### config.mk
export PLATFORM = sky130hd
export DESIGN_NAME = block_pool_fifo_list_unit
export DESIGN_NICKNAME = d
export VERILOG_FILES = /design/src/sv/bpfl_pkg.sv /design/src/sv/bpfl_ram.sv /design/src/sv/block_pool_fifo_list_unit.sv
export SDC_FILE = /design/constraint.sdc
export NUM_CORES = 1
export LEC_CHECK = 0
export BUFFER_PORTS_ARGS = -buffer_cell sky130_fd_sc_hd__buf_4
export CAP_MARGIN = 20
export CORE_MARGIN = 1
export CORE_UTILIZATION = 41
export DETAILED_ROUTE_END_ITERATION = 10
export SETUP_SLACK_MARGIN = 0.2
export SLEW_MARGIN = 5
export SYNTH_ARGS = -nofsm -noshare
export SYNTH_HDL_FRONTEND = slang
export SYNTH_SLANG_ARGS = --single-unit
export TNS_END_PERCENT = 20
### constraint.sdc
create_clock -name clk -period 7.7 [get_ports clk]
set_clock_uncertainty 0.2 [all_clocks]
set_input_delay 1.54 -clock clk [delete_from_list [all_inputs] [get_ports clk]]
set_output_delay 1.54 -clock clk [all_outputs]
set_load 0.01 [all_outputs]
### src/sv/bpfl_pkg.sv
package bpfl_pkg;

	// Command codes on opcode
	localparam logic [1:0] OP_ALLOC   = 2'd0;
	localparam logic [1:0] OP_RELEASE = 2'd1;
	localparam logic [1:0] OP_WALK    = 2'd2;

	// Result codes on status
	localparam logic [1:0] STAT_OK       = 2'd0;
	localparam logic [1:0] STAT_FULL     = 2'd1;
	localparam logic [1:0] STAT_NOT_USED = 2'd2;
	localparam logic [1:0] STAT_EMPTY    = 2'd3;

	// Sequencer states
	localparam logic [1:0] ST_IDLE  = 2'd0;
	localparam logic [1:0] ST_ALLOC = 2'd1;
	localparam logic [1:0] ST_REL   = 2'd2;
	localparam logic [1:0] ST_WALK  = 2'd3;

	// Port widths fixed by the interface
	localparam int BLOCK_W   = 4;
	localparam int COUNT_W   = 5;
	localparam int HANDLE_PW = 32;

endpackage

### src/sv/bpfl_ram.sv
module bpfl_ram #(
	parameter int DEPTH = 16,
	parameter int WIDTH = 8
) (
	input  logic                     clk,
	input  logic                     we,
	input  logic [$clog2(DEPTH)-1:0] waddr,
	input  logic [WIDTH-1:0]         wdata,
	input  logic [$clog2(DEPTH)-1:0] raddr,
	output logic [WIDTH-1:0]         rdata
);

	logic [WIDTH-1:0] mem [DEPTH];
	logic [WIDTH-1:0] rdata_q;

	// Write one entry, read one entry with a registered output
	always_ff @(posedge clk) begin
		if (we) begin
			mem[waddr] <= wdata;
		end
		rdata_q <= mem[raddr];
	end

	assign rdata = rdata_q;

endmodule

### src/sv/block_pool_fifo_list_unit.sv
// Block pool with a free stack and an in-use list kept in allocation order.
//
// Command channel: a command transfers at a rising edge with start high and
// busy low. opcode selects allocate (payload is stored with the new block),
// release (block_index names the block) or walk (list every block in use).
// Result channel: each result is shown for one cycle with done high; the
// receiver takes it at the edge that ends that cycle and cannot stall it.
// last marks the final result of a command.
//
// Timing: allocate writes the payload and links while reading the free
// link memory, then pops the free stack; release reads the link
// memories, then writes back the neighbors' links. The result appears
// in the cycle after that, while a new command may already transfer.
// Errors (pool full, block not in use, empty list) answer in the next
// cycle. A walk returns one result per cycle, paced by the next-link read.
//
// Reset: all blocks are free, the free stack pops from the highest index
// down, the in-use list is empty. No clearing pass is needed; the free
// links read their reset value through a written-flag per block.
module block_pool_fifo_list_unit
	import bpfl_pkg::*;
#(
	parameter int POOL_SIZE    = 16,
	parameter int HANDLE_WIDTH = 32
) (
	input  logic                 clk,
	input  logic                 arst_n,
	input  logic                 start,
	output logic                 busy,
	input  logic [1:0]           opcode,
	input  logic [HANDLE_PW-1:0] payload,
	input  logic [BLOCK_W-1:0]   block_index,
	output logic                 done,
	output logic [1:0]           status,
	output logic [BLOCK_W-1:0]   out_block,
	output logic [HANDLE_PW-1:0] out_payload,
	output logic [COUNT_W-1:0]   free_count,
	output logic                 last
);

	localparam int IW = $clog2(POOL_SIZE);
	localparam int LW = $clog2(POOL_SIZE + 1);
	localparam int PW = (HANDLE_WIDTH < HANDLE_PW) ? HANDLE_WIDTH : HANDLE_PW;
	localparam int XW = (LW > BLOCK_W) ? LW : BLOCK_W;
	localparam logic [LW-1:0] NIL = LW'(POOL_SIZE);

	logic [1:0]          state_q;
	logic [LW-1:0]       free_head_q;
	logic [LW-1:0]       used_head_q;
	logic [LW-1:0]       used_tail_q;
	logic [LW-1:0]       free_total_q;
	logic [POOL_SIZE-1:0] in_use_q;
	logic [POOL_SIZE-1:0] fl_wr_q;
	logic [IW-1:0]       cur_q;

	logic                done_q;
	logic [1:0]          status_q;
	logic [BLOCK_W-1:0]  out_block_q;
	logic [HANDLE_PW-1:0] out_payload_q;
	logic [COUNT_W-1:0]  free_count_q;
	logic                last_q;

	// Memory ports
	logic          fl_we, un_we, up_we, pay_we;
	logic [IW-1:0] fl_waddr, un_waddr, up_waddr, pay_waddr;
	logic [LW-1:0] fl_wdata, un_wdata, up_wdata;
	logic [PW-1:0] pay_wdata;
	logic [IW-1:0] fl_raddr, un_raddr, up_raddr, pay_raddr;
	logic [LW-1:0] fl_rdata, un_rdata, up_rdata;
	logic [PW-1:0] pay_rdata;

	logic          accept;
	logic          head_nil, tail_nil, free_nil;
	logic [XW-1:0] idx_x;
	logic          idx_ok;
	logic [IW-1:0] idx_i;
	logic [IW-1:0] fh_i;
	logic [LW-1:0] free_next;
	logic [LW-1:0] rel_prev, rel_next;

	assign accept   = start && (state_q == ST_IDLE);
	assign busy     = (state_q != ST_IDLE);
	assign head_nil = (used_head_q >= NIL);
	assign tail_nil = (used_tail_q >= NIL);
	assign free_nil = (free_head_q >= NIL);
	assign fh_i     = IW'(free_head_q);
	assign idx_x    = XW'(block_index);
	assign idx_i    = IW'(idx_x);
	assign idx_ok   = (idx_x < XW'(POOL_SIZE)) && in_use_q[idx_i];

	// Free link of the popped block; unwritten entries hold their reset chain
	assign free_next = fl_wr_q[fh_i] ? fl_rdata
		: ((free_head_q == '0) ? NIL : free_head_q - LW'(1));

	// Neighbors of the released block; head and tail stand in for the null ends
	assign rel_prev = (LW'(cur_q) == used_head_q) ? NIL : up_rdata;
	assign rel_next = (LW'(cur_q) == used_tail_q) ? NIL : un_rdata;

	// Drive memory reads and writes for each step
	always_comb begin
		fl_we     = 1'b0;
		un_we     = 1'b0;
		up_we     = 1'b0;
		pay_we    = 1'b0;
		fl_waddr  = idx_i;
		fl_wdata  = free_head_q;
		un_waddr  = IW'(used_tail_q);
		un_wdata  = free_head_q;
		up_waddr  = fh_i;
		up_wdata  = used_tail_q;
		pay_waddr = fh_i;
		pay_wdata = PW'(payload);
		fl_raddr  = fh_i;
		un_raddr  = IW'(used_head_q);
		up_raddr  = idx_i;
		pay_raddr = IW'(used_head_q);
		case (state_q)
			ST_IDLE: begin
				if (accept && opcode == OP_ALLOC && !free_nil) begin
					pay_we = 1'b1;
					up_we  = 1'b1;
					un_we  = !tail_nil;
				end else if (accept && opcode == OP_RELEASE && idx_ok) begin
					un_raddr = idx_i;
					fl_we    = 1'b1;
				end
			end
			ST_REL: begin
				un_we    = (rel_prev < NIL);
				un_waddr = IW'(rel_prev);
				un_wdata = rel_next;
				up_we    = (rel_next < NIL);
				up_waddr = IW'(rel_next);
				up_wdata = rel_prev;
			end
			ST_WALK: begin
				un_raddr  = IW'(un_rdata);
				pay_raddr = IW'(un_rdata);
			end
			default: begin
			end
		endcase
	end

	bpfl_ram #(.DEPTH(POOL_SIZE), .WIDTH(LW)) u_free_next (
		.clk   (clk),
		.we    (fl_we),
		.waddr (fl_waddr),
		.wdata (fl_wdata),
		.raddr (fl_raddr),
		.rdata (fl_rdata)
	);

	bpfl_ram #(.DEPTH(POOL_SIZE), .WIDTH(LW)) u_used_next (
		.clk   (clk),
		.we    (un_we),
		.waddr (un_waddr),
		.wdata (un_wdata),
		.raddr (un_raddr),
		.rdata (un_rdata)
	);

	bpfl_ram #(.DEPTH(POOL_SIZE), .WIDTH(LW)) u_used_prev (
		.clk   (clk),
		.we    (up_we),
		.waddr (up_waddr),
		.wdata (up_wdata),
		.raddr (up_raddr),
		.rdata (up_rdata)
	);

	bpfl_ram #(.DEPTH(POOL_SIZE), .WIDTH(PW)) u_payload (
		.clk   (clk),
		.we    (pay_we),
		.waddr (pay_waddr),
		.wdata (pay_wdata),
		.raddr (pay_raddr),
		.rdata (pay_rdata)
	);

	// Sequence commands and update list pointers
	always_ff @(posedge clk or negedge arst_n) begin
		if (!arst_n) begin
			state_q      <= ST_IDLE;
			free_head_q  <= LW'(POOL_SIZE - 1);
			used_head_q  <= NIL;
			used_tail_q  <= NIL;
			free_total_q <= NIL;
			in_use_q     <= '0;
			fl_wr_q      <= '0;
			done_q       <= 1'b0;
		end else begin
			done_q <= 1'b0;
			case (state_q)
				ST_IDLE: begin
					if (accept) begin
						case (opcode)
							OP_ALLOC: begin
								if (free_nil) begin
									done_q <= 1'b1;
								end else begin
									state_q <= ST_ALLOC;
								end
							end
							OP_RELEASE: begin
								if (!idx_ok) begin
									done_q <= 1'b1;
								end else begin
									fl_wr_q[idx_i]  <= 1'b1;
									in_use_q[idx_i] <= 1'b0;
									free_head_q     <= LW'(idx_i);
									free_total_q    <= free_total_q + LW'(1);
									state_q         <= ST_REL;
								end
							end
							OP_WALK: begin
								if (head_nil) begin
									done_q <= 1'b1;
								end else begin
									state_q <= ST_WALK;
								end
							end
							default: begin
							end
						endcase
					end
				end
				ST_ALLOC: begin
					free_head_q    <= free_next;
					used_tail_q    <= free_head_q;
					if (head_nil) begin
						used_head_q <= free_head_q;
					end
					in_use_q[fh_i] <= 1'b1;
					free_total_q   <= free_total_q - LW'(1);
					done_q         <= 1'b1;
					state_q        <= ST_IDLE;
				end
				ST_REL: begin
					if (rel_prev >= NIL) begin
						used_head_q <= rel_next;
					end
					if (rel_next >= NIL) begin
						used_tail_q <= rel_prev;
					end
					done_q  <= 1'b1;
					state_q <= ST_IDLE;
				end
				ST_WALK: begin
					done_q <= 1'b1;
					if (LW'(cur_q) == used_tail_q) begin
						state_q <= ST_IDLE;
					end
				end
				default: begin
					state_q <= ST_IDLE;
				end
			endcase
		end
	end

	// Hold the block under work and load the result registers
	always_ff @(posedge clk) begin
		case (state_q)
			ST_IDLE: begin
				if (opcode == OP_RELEASE) begin
					cur_q <= idx_i;
				end else begin
					cur_q <= IW'(used_head_q);
				end
				out_block_q   <= '0;
				out_payload_q <= '0;
				last_q        <= 1'b1;
				free_count_q  <= COUNT_W'(free_total_q);
				case (opcode)
					OP_ALLOC:   status_q <= STAT_FULL;
					OP_RELEASE: begin
						status_q    <= STAT_NOT_USED;
						out_block_q <= block_index;
					end
					default:    status_q <= STAT_EMPTY;
				endcase
			end
			ST_ALLOC: begin
				status_q      <= STAT_OK;
				out_block_q   <= BLOCK_W'(free_head_q);
				out_payload_q <= '0;
				free_count_q  <= COUNT_W'(free_total_q - LW'(1));
				last_q        <= 1'b1;
			end
			ST_REL: begin
				status_q      <= STAT_OK;
				out_block_q   <= BLOCK_W'(cur_q);
				out_payload_q <= '0;
				free_count_q  <= COUNT_W'(free_total_q);
				last_q        <= 1'b1;
			end
			ST_WALK: begin
				status_q      <= STAT_OK;
				out_block_q   <= BLOCK_W'(cur_q);
				out_payload_q <= HANDLE_PW'(pay_rdata);
				free_count_q  <= COUNT_W'(free_total_q);
				last_q        <= (LW'(cur_q) == used_tail_q);
				cur_q         <= IW'(un_rdata);
			end
			default: begin
			end
		endcase
	end

	assign done        = done_q;
	assign status      = status_q;
	assign out_block   = out_block_q;
	assign out_payload = out_payload_q;
	assign free_count  = free_count_q;
	assign last        = last_q;

	// Every block is either free or in use
	a_block_count: assert property (@(posedge clk) disable iff (!arst_n)
		($countones(in_use_q) + int'(free_total_q)) == POOL_SIZE)
		else $error("free count and in-use flags disagree");

	// Head and tail of the in-use list are null together
	a_list_ends: assert property (@(posedge clk) disable iff (!arst_n)
		head_nil == tail_nil)
		else $error("in-use list head and tail out of step");

	// A walk only visits blocks in use
	a_walk_in_use: assert property (@(posedge clk) disable iff (!arst_n)
		(state_q == ST_WALK) |-> in_use_q[cur_q])
		else $error("walk reached a free block");

	// A release write-back follows its read cycle
	a_release_seq: assert property (@(posedge clk) disable iff (!arst_n)
		(accept && opcode == OP_RELEASE && idx_ok) |=> (state_q == ST_REL && !in_use_q[cur_q]))
		else $error("release did not enter write-back");

endmodule
==> flow_summary_export.csv, run 1 <==
group,metric,value,unit
run_status,status,"finished clean",
clock_tree,cts_resized,0,
synth,ys_seq_area_share,74.1,%
run,drv_cap,0,
synth,ys_ff_latch,902,
layout,drive_above_1_share,23.8,%
critical_path,cp-start-kind,"input port",
power_and_ir_drop,p_switching,0.00451,W
critical_path,crit_family,"compound AO/OA/AOI/OAI gates",
power_and_ir_drop,internal_power,0.0102,W
clock_tree,htreeDepth,3,
sta,tightestPinTransition,1.07,ns
routing,wl_per_cell,24.3,um
critical_path,crit_cells,9,
worst_hold_path,hp-class,"reg -> reg",
critical_path,path_max_fanout,41,
critical_path,slowest_delay,0.88,ns
sta,grt_setup_unrepaired,"no",
synth,synth_fp_nets,1951,
worst_hold_path,holdPathStages,1,
sta,fmax,0.225,GHz
critical_path,worstSetupPathType,"in -> reg",
sta,slew_violations,0,
sta,slew-limit-headroom,28.6,%
floorplanning,rows,106,
power_and_ir_drop,pwr-share-seq,42.1,%
sta,setup_tns,0,ns
sta,period_needed,4.44,ns
routing,drtIter0Drc,1556,
grt,grt_max_degree,129,
synth,syn_area,35000,um2
layout,final_common_cell,"edfxtp_1",
synth,yosysTopAreaCell,"edfxtp_1",
floorplanning,die-area,86500,um2
routing,routed_via_density,5.57,
grt,grt_use_total,18.4,%
layout,mostFrequentLayoutCells,"756 x edfxtp_1, 196 x mux4_2, 119 x nand2_1, 115 x buf_4, 94 x clkbuf_16",
floorplanning,die_w,294,um
sta,fin_crit_sh,57.7,%
layout,fin_cells,3217,
clock_tree,insertion_delay,0.67,ns
routing,dr_total_vias,17900,
routing,drcViolationCount,0,
clock_tree,post_cts_buffers,0,
clock_tree,clk_pin_slew,0.07,ns
sta,setup_viol,0,
routing,drtPass1Iterations,5,
clock_tree,clockRootBuffer,"clkbuf_16",
critical_path,path_common_cell,"a32oi_1",
critical_path,path_cells,"buf_4, mux2_2, o22ai_1, o41ai_1, a32oi_1, and4b_1, a32oi_1, a32oi_1, a22oi_1",
power_and_ir_drop,ir_worst_vdd,274,uV
synth,yosys-top-cells-area,"edfxtp_1 65%, mux4_2 13%, dfxtp_1 5.2%, dfrtp_1 3.4%, nand2_1 1.3%",
sta,hold_viol,0,
clock_tree,clock_path_buffers,3,
synth,syn-instance-count,1890,
clock_tree,cts_tree,"built",
routing,wirelength,78.2,mm
synth,synth_cell_types,72,
power_and_ir_drop,clkPwrFrac,30.4,%
critical_path,worstReg2RegStart,"fl_wdata[1]",
place,dp_cells,3040,
grt,grt_pass1_vias,18600,
layout,antennaDiodeCount,0,
place,dp.final_hpwl,41.5,mm
synth,syn_area_per_cell,18.5,um2
floorplanning,core,84100,um2
grt,grt_overflow,0,
floorplanning,dieHeight,294,um
synth,yosys_warnings,0,
layout,area_growth_syn_to_layout,14.5,%
critical_path,arrival,4.81,ns
synth,ys.flop_type,"edfxtp_1",
grt,antenna_found_initial,3,
critical_path,slowest_stage,"a32oi_1",
place,place_congestion,0.866,
critical_path,crit_buf_inv,1,
synth,synth.top_cell.area_share,64.9,%
clock_tree,cts_buffers,94,
power_and_ir_drop,powerDensity,368,nW/um2
critical_path,cp.required,8.07,ns
power_and_ir_drop,comb_power_share,27.4,%
clock_tree,ctsHoldBuffers,0,
clock_tree,cts_sinks,902,
floorplanning,io_pins,87,
routing,antenna_left,0,
synth,synthArstFlopShare,6.10,%
critical_path,r2r-end,"u_used_prev.mem[15][2]",
critical_path,r2r_setup_slack,3.66,ns
power_and_ir_drop,leakage,13.4,nW
critical_path,startpoint,"block_index[0]",
floorplanning,initial_core_util,41.6,%
place,port_buffers,86,
power_and_ir_drop,swShare,30.6,%
critical_path,endpoint,"u_used_next.rdata[1]",
synth,synth_edf_count,756,
critical_path,reg2reg_depth,6,
critical_path,cp-end-kind,"flop",
grt,grt_pass1_wl,118,mm
layout,fin_nets,2063,
per-layer routing:
| metal | track usage, % | vias up | share of wire [%] |
|---|---|---|---|
| met1 | 25.4 | 9470 | 44 |
| met5 | 0 | - | 0.042 |
| met2 | 30.0 | 527 | 49 |
| li1 | - | 7791 | - |
| met4 | 4.74 | 6 | 1.9 |
| met3 | 3.44 | 116 | 5.5 |
power groups by stage:
stage	sequential [W]	clock [W]	combinational, W
5_1_grt	0.00625	0.00477	0.00443
6_report	0.00621	0.00449	0.00405
2_1_floorplan	0.00620	0	0.00295
3_3_place_gp	0.00631	0	0.00404
4_1_cts	0.00622	0.00458	0.00410
3_5_place_dp	0.00631	0	0.00408
cell families after synthesis:
| family | after synthesis | share of synthesized area, % |
|---|---|---|
| xor gates and xnor gates | 17 | 0.426 |
| buffers and inverters | 126 | 1.60 |
| adders and majority gates | 20 | 0.715 |
| AOI/OAI and AO/OA | 241 | 4.69 |
| and+or+nand+nor | 370 | 5.23 |
| muxes | 214 | 13.3 |
| DFF | 902 | 74.1 |
worst register-to-register path: cells and delay by family (launching register included):
family | cells | cell delay (ns)
and+or+nand+nor | 3 | 1.17
DFF | 1 | 1.21
AOI/OAI and AO/OA | 1 | 0.14
buffers and inverters | 2 | 0.93
synthesized netlist by cell type, types with 5 or more instances:
cell / n
buf_1: 13
o21ai_1: 6
dfrtp_1: 48
nand2_1: 119
a32oi_1: 10
dfstp_2: 7
ha_1: 20
xor2_1: 10
o31ai_1: 8
and2_1: 71
mux4_2: 196
nor3_1: 13
a22oi_1: 5
nand4_1: 8
o211ai_1: 5
nor2b_1: 13
and3_1: 8
nor4_1: 6
a21oi_1: 33
edfxtp_1: 756
o21a_1: 8
mux2i_1: 11
clkbuf_1: 64
nand2b_1: 13
inv_1: 25
dfxtp_1: 91
xnor2_1: 7
o21ai_0: 39
nor2_1: 81
a21o_1: 17
buf_2: 18
nand3_1: 17
a31oi_1: 46
a211oi_1: 32
final cells by class:
class | count | area, um2
Tap cell | 1134 | 1420
Clock buffer | 140 | 2610
Multi-Input combinational cell | 862 | 8610
Sequential cell | 902 | 25900
Timing Repair Buffer | 117 | 903
Inverter | 25 | 93.8
Fill cell | 7046 | 44000
Clock inverter | 37 | 498
flip-flops by register name, summed over array words and instances, names as in the netlist, 4 cells and up:
name / flops
u_payload.mem: 512
u_free_next.mem: 80
u_used_next.mem: 80
u_used_prev.mem: 80
out_payload: 32
u_payload.rdata: 32
fl_wr_q: 16
in_use_q: 16
fl_wdata: 5
free_count: 5
free_total_q: 5
u_free_next.rdata: 5
u_used_next.rdata: 5
u_used_prev.rdata: 5
used_head_q: 5
used_tail_q: 5
cur_q: 4
out_block: 4
stage by stage:
| stage | utilization (%) | area, um2 | total power [W] | hold WS [ns] | setup WS, ns |
|---|---|---|---|---|---|
| floorplan | - | 35000 | 0.00915 | 0.212 | 2.52 |
| global placement | 43.9 | 36900 | 0.0103 | 0.220 | 2.80 |
| detailed placement | 43.9 | 36900 | 0.0104 | 0.221 | 2.67 |
| CTS | 47.6 | 40000 | 0.0149 | 0.239 | 3.34 |
| global route | 47.6 | 40000 | 0.0155 | 0.252 | 2.99 |
| finish | 47.6 | 40000 | 0.0148 | 0.235 | 3.26 |
how the worst min path moves through the flow:
stage                                   start         endpoint  slack [ns]
after floorplan            u_payload.rdata[0]   out_payload[0]        0.21
after global placement     u_payload.rdata[5]   out_payload[5]        0.22
after detailed placement  u_payload.rdata[13]  out_payload[13]        0.22
after CTS                 u_payload.rdata[13]  out_payload[13]        0.24
after global routing      u_payload.rdata[13]  out_payload[13]        0.25
final                     u_payload.rdata[11]  out_payload[11]        0.24
Note: power is estimated with default switching activity, not from simulation.
==> run 2, diff against run 1 <==
ABC_AREA = 1   (was unset)
clock period = 4 ns   (was 7.7 ns; I/O delays follow)
==> run 2 against run 1 <==
  * Flip-flop and latch count unchanged
  * Via count up 33%
  * Final area rose by 3.6%
  * Total power up 110%
  * Clock-buffer cell count is 12 lower
  * Combinational power rose by 150%
  * Setup slack got worse by 2.8 ns
  * Sequential power is 90% higher
  * Global-route usage grew 1.7 points
  * Sequential share of layout area fell by 2.3 points
  * Routed wire length rose by 16%
  * Critical path depth grew 3
==> flow_summary_export.csv, run 2 <==
group,metric,value,unit
floorplanning,dieHeight,298,um
critical_path,cp-end-kind,"flop",
synth,syn_area,36000,um2
grt,grt_overflow,0,
synth,yosys_warnings,0,
clock_tree,cts_buffers,96,
routing,wl_per_cell,21.1,um
layout,largest-register,"u_payload.mem",
layout,mostFrequentLayoutCells,"756 x edfxtp_1, 416 x o21ai_0, 306 x a21oi_1, 291 x nand2_1, 216 x inv_1",
layout,largest_reg_flops,512,
critical_path,worstSetupPathType,"reg -> reg",
routing,drtIter0Drc,2101,
synth,syn_area_per_cell,12.1,um2
clock_tree,clockRootBuffer,"clkbuf_16",
run,drv_cap,0,
synth,synth.most_common_cell,"edfxtp_1",
sta,fmax,0.283,GHz
clock_tree,clock_path_buffers,3,
floorplanning,rows,108,
grt,grt_pass1_vias,23200,
worst_hold_path,hp-class,"in -> async",
floorplanning,die_w,298,um
routing,antenna_left,0,
critical_path,cp.required,4.38,ns
sta,setup_viol,0,
sta,fin_crit_sh,88.4,%
synth,ys.flop_type,"edfxtp_1",
clock_tree,post_cts_buffers,0,
routing,routed_via_density,5.55,
power_and_ir_drop,ir_worst_vdd,449,uV
grt,antenna_found_initial,5,
layout,fin_util,47.7,%
sta,grt_setup_unrepaired,"no",
floorplanning,die-area,89100,um2
synth,synth_cell_types,48,
routing,drtPass1Iterations,5,
floorplanning,core,86900,um2
critical_path,path_max_fanout,14,
layout,final_common_cell,"edfxtp_1",
critical_path,reg2reg_depth,12,
critical_path,arrival,3.92,ns
routing,drcViolationCount,0,
power_and_ir_drop,powerDensity,736,nW/um2
clock_tree,ctsHoldBuffers,0,
grt,grt_pass1_wl,138,mm
grt,grt_max_degree,119,
clock_tree,cts_tree,"built",
sta,tightestPinTransition,0.999,ns
synth,synth_fp_nets,3035,
synth,synth_edf_count,756,
synth,yosys-top-cells-area,"edfxtp_1 63%, o21ai_0 5.8%, dfxtp_1 5.1%, a21oi_1 4.2%, dfrtp_1 3.3%",
clock_tree,clk_pin_slew,0.06,ns
synth,ys_seq_area_share,71.9,%
synth,synthArstFlopShare,6.10,%
sta,period_needed,3.54,ns
sta,slew_violations,0,
sta,setup_tns,0,ns
synth,syn-instance-count,2974,
clock_tree,insertion_delay,0.67,ns
power_and_ir_drop,leakage,14.7,nW
layout,antennaDiodeCount,0,
layout,drive_above_1_share,11.4,%
synth,yosysTopAreaCell,"edfxtp_1",
floorplanning,initial_core_util,41.5,%
run_status,status,"finished clean",
sta,hold_viol,0,
clock_tree,cts_sinks,902,
layout,fin_nets,3104,
place,port_buffers,86,
synth,synth.top_cell.area_share,63.0,%
synth,synthTopCellsByCount,"756 x edfxtp_1, 420 x o21ai_0, 306 x a21oi_1",
routing,dr_total_vias,23700,
floorplanning,io_pins,87,
grt,grt_use_total,20.1,%
place,dp.final_hpwl,52.1,mm
clock_tree,htreeDepth,3,
place,place_congestion,0.918,
routing,wirelength,90.4,mm
critical_path,cp-start-kind,"flop",
clock_tree,cts_resized,0,
sta,slew-limit-headroom,33.4,%
layout,area_growth_syn_to_layout,15.1,%
synth,ys_ff_latch,902,
[run 2: worst max-delay path: stages (launching register included)]
cell	delay (ns)
dfrtp_1	0.44
inv_1	0.19
ha_1	0.41
nand2_1	0.21
nor2_1	0.41
nand3_4	0.24
nand2_1	0.11
nand3_1	0.11
a31oi_2	0.57
inv_2	0.22
nand3_1	0.18
nand3_1	0.09
nand2_1	0.06
[run 2: cell families (layout without fill, tap and decap cells)]
logic type / after synthesis / after routing / synth area share, %
AOI/OAI and AO/OA: 932 / 932 / 14.5
adders and majority gates: 20 / 20 / 0.694
and+or+nand+nor: 695 / 695 / 8.21
DFF: 902 / 902 / 71.9
buffers and inverters: 419 / 568 / 4.58
xor gates and xnor gates: 5 / 5 / 0.122
muxes: 1 / 1 / 0.0312
[run 2: worst paths after layout]
check,startpoint,endpoint,slack [ns]
max,state_q[1],u_used_next.rdata[0],0.46
min,arst_n,used_tail_q[2],0.003
max reg2reg,state_q[1],u_used_next.rdata[0],0.46
min reg2reg,u_payload.rdata[29],out_payload[29],0.21
max in group asynchronous,arst_n,fl_wr_q[3],3.08
min in group clk,u_payload.rdata[29],out_payload[29],0.21
[run 2: power breakdown]
group	switching (W)	internal, W
sequential	0.000407	0.0113
clock	0.00366	0.00505
combinational	0.00702	0.00306
total	0.0111	0.0195
[run 2: metrics by stage]
stage               instance area, um2  setup WS (ns)  std cells  hold WS [ns]  power, W
detailed placement               38400          0.475       4100         0.203    0.0219
CTS                              41500          0.577       4278      0.000215    0.0307
global placement                 38400          0.524       4100         0.202    0.0217
global route                     41500          0.239       4278        0.0421    0.0322
floorplan                        36100         -0.753       2974         0.190    0.0186
finish                           41500          0.463       4278       0.00292    0.0305
[run 2: cell type report]
class                           instances  area (um2)
Inverter                              229         860
Multi-Input combinational cell       1653        8640
Clock buffer                          128        2680
Clock inverter                         50         455
Fill cell                            7615       45400
Sequential cell                       902       25900
Timing Repair Buffer                  161        1500
Tap cell                             1155        1450
[run 2: metal layers]
metal | track usage (%) | vias to the layer above | wire (um)
met5 | 0 | - | 57
met4 | 7.40 | 10 | 2610
met3 | 4.00 | 189 | 6010
met2 | 31.9 | 815 | 42300
met1 | 27.5 | 11800 | 39400
li1 | - | 11000 | -
